File: config.mk
export PLATFORM = sky130hd
export DESIGN_NAME = bli_ctrl
export DESIGN_NICKNAME = d
export VERILOG_FILES = /design/src/rtl/core/bli_pkg.sv /design/src/rtl/core/bli_ctrl.sv
export SDC_FILE = /design/constraint.sdc
export NUM_CORES = 1
export LEC_CHECK = 0
export ABC_AREA = 1
export BUFFER_PORTS_ARGS = -buffer_cell sky130_fd_sc_hd__buf_2
export CAP_MARGIN = 5
export CORE_AREA = 2 2 39 41
export CTS_CLUSTER_SIZE = 8
export DETAILED_ROUTE_END_ITERATION = 12
export DIE_AREA = 0 0 41 43
export PLACE_DENSITY = 0.41
export SLEW_MARGIN = 20
export SYNTH_ARGS = -nofsm -noshare
export SYNTH_HDL_FRONTEND = slang
export SYNTH_SLANG_ARGS = --single-unit
File: constraint.sdc
create_clock -name i_clk -period 1.21 [get_ports i_clk]
set_input_delay 0.242 -clock i_clk [delete_from_list [all_inputs] [get_ports i_clk]]
set_output_delay 0.242 -clock i_clk [all_outputs]
set_load 0.02 [all_outputs]
File: src/rtl/core/bli_pkg.sv
// Shared types, constants and the interpolation weight table for the bicubic interpolator.
package bli_pkg;

    localparam int SAMPLE_BITS      = 16;
    localparam int COORD_FRAC_BITS  = 8;
    localparam int WEIGHT_FRAC_BITS = 16;
    localparam int COORD_BITS       = 17;
    localparam int CFG_BITS         = 9;
    localparam int W_BITS           = 18;
    localparam int LIN_BITS         = 21;
    localparam int PROD_BITS        = W_BITS + SAMPLE_BITS + 1;
    localparam int ROW_BITS         = PROD_BITS + 2;
    localparam int YPROD_BITS       = W_BITS + ROW_BITS;
    localparam int ACC_BITS         = YPROD_BITS + 2;
    localparam int OUT_BITS         = 18;
    localparam int RND_BITS         = ACC_BITS - 2 * WEIGHT_FRAC_BITS;
    localparam int OUT_LOW_MAG      = 65536;
    localparam int OUT_HIGH         = 131071;
    localparam int FRAC_ONE         = 1 << COORD_FRAC_BITS;
    localparam int W_SHIFT          = 3 * COORD_FRAC_BITS - WEIGHT_FRAC_BITS;
    localparam longint W_DIV6       = longint'(6) << W_SHIFT;
    localparam longint W_DIV2       = longint'(2) << W_SHIFT;
    localparam longint W_ONE        = longint'(1) << WEIGHT_FRAC_BITS;

    typedef logic signed [W_BITS-1:0] t_weight;
    typedef t_weight [3:0] t_wset;
    typedef t_wset [FRAC_ONE-1:0] t_wtab;

    typedef enum logic {
        CMD_WRITE = 1'b0,
        CMD_QUERY = 1'b1
    } t_op;

    typedef enum logic [1:0] {
        REG_WIDTH  = 2'd0,
        REG_HEIGHT = 2'd1
    } t_reg_idx;

    typedef enum logic [2:0] {
        ST_IDLE,
        ST_CHECK,
        ST_BOUND,
        ST_READ,
        ST_DRAIN,
        ST_FINISH
    } t_state;

    // controller -> datapath
    typedef struct packed {
        logic write;
        logic capture;
        logic check;
        logic bound;
        logic issue;
        logic load_out;
    } t_cmd;

    // datapath -> controller
    typedef struct packed {
        logic in_window;
        logic last_issue;
        logic done;
        logic out_free;
    } t_sts;

    // Lagrange weights for nodes -1,0,1,2 at every coordinate fraction.
    // The node 0 weight takes up the rounding so each set sums to one.
    function automatic t_wtab build_wtab();
        t_wtab  tab;
        longint num;
        longint mag;
        longint q;
        longint w;
        longint w0;
        bit     neg;
        for (int u = 0; u < FRAC_ONE; u++) begin
            w0 = W_ONE;
            for (int k = -1; k <= 2; k++) begin
                if (k != 0) begin
                    num = 1;
                    for (int j = -1; j <= 2; j++) begin
                        if (j != k) begin
                            num = num * (longint'(u) - longint'(j) * FRAC_ONE);
                        end
                    end
                    mag = (num < 0) ? -num : num;
                    if (k == 1) begin
                        q = (mag + W_DIV2 / 2) / W_DIV2;
                    end else begin
                        q = (mag + W_DIV6 / 2) / W_DIV6;
                    end
                    // denominator is negative for nodes -1 and 1
                    neg = (num < 0) ^ (k != 2);
                    w = neg ? -q : q;
                    tab[u][k+1] = W_BITS'(w);
                    w0 = w0 - w;
                end
            end
            tab[u][1] = W_BITS'(w0);
        end
        return tab;
    endfunction

    localparam t_wtab WTAB = build_wtab();

    // Round to nearest (ties away from zero) and saturate to the output range.
    function automatic logic [OUT_BITS-1:0] round_sat(logic signed [ACC_BITS-1:0] a);
        logic                neg;
        logic [ACC_BITS-1:0] mag;
        logic [ACC_BITS-1:0] tmp;
        logic [RND_BITS-1:0] rnd;
        logic [OUT_BITS-1:0] res;
        neg = a[ACC_BITS-1];
        mag = neg ? (ACC_BITS'(0) - ACC_BITS'(a)) : ACC_BITS'(a);
        tmp = mag + (ACC_BITS'(1) << (2 * WEIGHT_FRAC_BITS - 1));
        rnd = tmp[ACC_BITS-1:2*WEIGHT_FRAC_BITS];
        if (neg) begin
            if (rnd > RND_BITS'(OUT_LOW_MAG)) begin
                res = OUT_BITS'(RND_BITS'(0) - RND_BITS'(OUT_LOW_MAG));
            end else begin
                res = OUT_BITS'(RND_BITS'(0) - rnd);
            end
        end else begin
            if (rnd > RND_BITS'(OUT_HIGH)) begin
                res = OUT_BITS'(OUT_HIGH);
            end else begin
                res = OUT_BITS'(rnd);
            end
        end
        return res;
    endfunction

endpackage

File: src/rtl/core/bli_ctrl.sv
// Sequencer for write and query items of the bicubic interpolator.
module bli_ctrl (
    input  logic         i_clk,
    input  logic         i_rst_n,
    input  logic         i_in_valid,
    output logic         o_in_ready,
    input  logic         i_command,
    input  bli_pkg::t_sts i_sts,
    output bli_pkg::t_cmd o_cmd
);
    import bli_pkg::*;

    t_state r_state;
    t_state n_state;

    always_ff @(posedge i_clk) begin
        if (!i_rst_n) begin
            r_state <= ST_IDLE;
        end else begin
            r_state <= n_state;
        end
    end

    // next state and datapath commands
    always_comb begin
        n_state    = r_state;
        o_cmd      = '0;
        o_in_ready = 1'b0;
        unique case (r_state)
            ST_IDLE: begin
                o_in_ready = 1'b1;
                if (i_in_valid) begin
                    if (i_command == CMD_QUERY) begin
                        o_cmd.capture = 1'b1;
                        n_state       = ST_CHECK;
                    end else begin
                        o_cmd.write = 1'b1;
                    end
                end
            end
            ST_CHECK: begin
                o_cmd.check = 1'b1;
                n_state     = ST_BOUND;
            end
            ST_BOUND: begin
                o_cmd.bound = 1'b1;
                n_state     = i_sts.in_window ? ST_READ : ST_FINISH;
            end
            ST_READ: begin
                o_cmd.issue = 1'b1;
                if (i_sts.last_issue) begin
                    n_state = ST_DRAIN;
                end
            end
            ST_DRAIN: begin
                if (i_sts.done) begin
                    n_state = ST_FINISH;
                end
            end
            ST_FINISH: begin
                if (i_sts.out_free) begin
                    o_cmd.load_out = 1'b1;
                    n_state        = ST_IDLE;
                end
            end
            default: begin
                n_state = ST_IDLE;
            end
        endcase
    end

endmodule

==> flow_metrics.env <==
export IMPL_rsz0062_at_grt="yes"
export IMPL_cts_tree="yes"
export IMPL_die_area_sq_um=1760
export IMPL_pin_count=15
export IMPL_power_density_nw_per_um2=2710
export IMPL_layout_min_cycle_time_ns=1.33
export IMPL_crit_path_frequent_cell="buf_6"
export IMPL_core_area_sq_um=1380
export IMPL_crit_type="flop to primary output"
export IMPL_synthCells=43
export IMPL_num_rows=14
export IMPL_placed_cell_area_sq_um=414
export IMPL_clk_latency_ns=0.23
export IMPL_setup_viol_count_final=7
export IMPL_finalWirelength_microns=690
export IMPL_n_antenna_cell=0
export IMPL_largest_register="r_state"
export IMPL_largest_reg_flops=3
export IMPL_yosys_top_cells_area="dfxtp_1, inv_1, nand2_1, nand2_2, a21oi_1"
export IMPL_nets=76
export IMPL_numCtsBuffers=3
export IMPL_worst_path_stages=5
export IMPL_total_power_mw=1.44
export IMPL_slew_limit_headroom_pct=81.4
export IMPL_netlist_area_sq_um=269
export IMPL_intPower_mw=0.763
export IMPL_endpoint_kind="primary output"
export IMPL_place_gp_congestion=0.705
export IMPL_hold_viol=0
export IMPL_power_switching_mw=0.677
export IMPL_avgViaCountPerCell=4.19
export IMPL_min_to="r_state[1]"
export IMPL_grt_ovfl_total=0
export IMPL_synth_top_cell_area_share_pct=22.3
export IMPL_synth_avg_cell_area_sq_um=6.26
export IMPL_r2r_start="r_state[0]"
export IMPL_dr_total_vias=348
export IMPL_synth_cell_types=16
export IMPL_cpPeakStageDelay_ns=0.36
export IMPL_die_h_microns=43
export IMPL_instances_no_fill=83
export IMPL_firstDrtPassIters=3
export IMPL_final_cell_mix="buf_2, buf_6, buf_4"
export IMPL_critPathBufInv=2
export IMPL_leakagePower_nw=0.261
export IMPL_status="finished, violations left"
export IMPL_startpoint="r_state[2]"
export IMPL_post_route_drc_count=0
export IMPL_reg2reg_slack_ns=0.06
export IMPL_synthArstFlopShare_pct=0
export IMPL_die_w_microns=41
export IMPL_slew_violations=0
export IMPL_initial_core_util_pct=19.4
export IMPL_path_delay_family="flip-flops"
export IMPL_hold_depth=3
export IMPL_synth_enable_flop_cells=0
export IMPL_ys_ff_latch=3
export IMPL_stdcell_area_sq_um=532
export IMPL_power_frac_comb_pct=72.0
export IMPL_largestRegisters="r_state x3"
export IMPL_drt_iter0_markers=2
export IMPL_grt_max_degree=6
export IMPL_crit_slowest_cell="dfxtp_4"
export IMPL_io_buffers=14
export IMPL_start_kind="flop"
export IMPL_clk_pin_slew_worst_paths_ns=0.04
export IMPL_worst_pin_slew_ns=0.276
export IMPL_min_delay_start="i_rst_n"
export IMPL_r2r_worst_path_cells=8
export IMPL_route_antenna_remaining_nets=0
export IMPL_layout_commonest_cell="buf_2"
export IMPL_seq_power_share_pct=15.9
export IMPL_switching_share_pct=47.0
export IMPL_synth_nets=51
export IMPL_hpwlAfterDp_microns=562
export IMPL_layout_drive_gt1_share_pct=70.1
export IMPL_violations="setup timing"
export IMPL_yosysSeqAreaShare_pct=22.3
export IMPL_timing_fmax_mhz=753
export IMPL_worst_slack_ns=-0.117
export IMPL_path_cells="buf_6, nor2_4, nand2_2, nor2_2, buf_6"
export IMPL_synthFlopType="dfxtp_1"
export IMPL_htree_levels=1
export IMPL_critical_path_max_fanout=4
export IMPL_antenna_found_initial=0
export IMPL_cts_root_buf="clkbuf_4"
export IMPL_fin_crit_sh_pct=110
export IMPL_track_usage_pct=8.62
export IMPL_grt_pass1_wl_microns=1020
export IMPL_critical_path_arrival_ns=1.09
export IMPL_wl_per_cell_microns=8.31
export IMPL_drv_cap=0
export IMPL_synth_top_area_cell="dfxtp_1"
export IMPL_area_growth_pct=97.7
export IMPL_hold_path_class="primary input to flop"
export IMPL_grt_pass1_vias=288
export IMPL_power_frac_clock_pct=12.1
export IMPL_cts_sinks=3
export IMPL_dp_cells=78
export IMPL_ctsLongestPathBuffers=2
export IMPL_clock_skew_ns=0.00284
export IMPL_worstPathRequired_ns=0.97
export IMPL_ir_worst_vdd_uv=973
export IMPL_ys_warn_count=0
export IMPL_rr_endpoint="r_state[0]"
==> cell families after synthesis <==
| group | count (synthesis) | share of synthesized area [%] |
|---|---|---|
| buffers and inverters | 9 | 15.3 |
| flip-flops | 3 | 22.3 |
| AO/OA/AOI/OAI | 6 | 11.2 |
| AND/OR/NAND/NOR | 25 | 51.2 |
==> cell usage after synthesis, types with 2 or more instances <==
| cell | number |
|---|---|
| nor2_2 | 3 |
| a21oi_1 | 4 |
| nand2_1 | 7 |
| dfxtp_1 | 3 |
| nand2_2 | 4 |
| inv_1 | 8 |
| nor3_1 | 2 |
| nor2_1 | 3 |
| o21ai_0 | 2 |
==> per-layer routing <==
metal | wire, microns | global-route usage, % | vias to the layer above
met3 | 36 | 1.57 | 0
li1 | - | - | 183
met5 | 0 | 0 | -
met1 | 281 | 10.2 | 156
met2 | 372 | 13.1 | 9
met4 | 0 | 6.00 | 0
==> through the flow <==
step                setup WS [ns]  hold slack [ns]  utilization (%)  TNS (ns)
finish                     -0.117            0.233             38.4    -0.436
global route               -0.204            0.240             38.4    -0.865
CTS                        -0.136            0.229             36.3    -0.617
detailed placement         0.0476            0.466             29.9         0
global placement           0.0314            0.464             29.9         0
floorplan                 -0.0963            0.340                -    -0.271
==> timing repair <==
item / 4_1_cts / 5_1_grt
endpoints found under the setup margin: 7 / 8
hold buffers: 0 / 0
setup buffers: 0 / 1
pin swaps: 5 / 5
gates resized for setup: 23 / 6
==> final cells by class <==
class	count	area [sq um]
Clock buffer	4	26.3
Fill cell	156	852
Inverter	8	32.5
Multi-Input combinational cell	31	223
Sequential cell	3	66.3
Tap cell	16	20.0
Timing Repair Buffer	21	164
==> worst min-delay path, cell delays in order <==
cell and delay [ns]:
buf_2 0.10, nand2_1 0.05, inv_1 0.04
==> how the worst max path moves through the flow <==
stage	end	slack [ns]
after global routing	o_cmd[5]	-0.20
final	o_cmd[5]	-0.12
after floorplan	o_cmd[5]	-0.1
after CTS	o_cmd[5]	-0.14
after global placement	o_cmd[3]	0.03
after detailed placement	o_cmd[0]	0.05
==> power by group through the flow <==
| stage | Clock, mW | Combinational [mW] | Sequential, mW |
|---|---|---|---|
| CTS | 0.186 | 0.958 | 0.235 |
| floorplan | 0 | 0.562 | 0.189 |
| global placement | 0 | 0.837 | 0.189 |
| global route | 0.186 | 1.15 | 0.237 |
| detailed placement | 0 | 0.823 | 0.190 |
| finish | 0.174 | 1.04 | 0.229 |
Note: power is estimated with default switching activity, not from simulation.
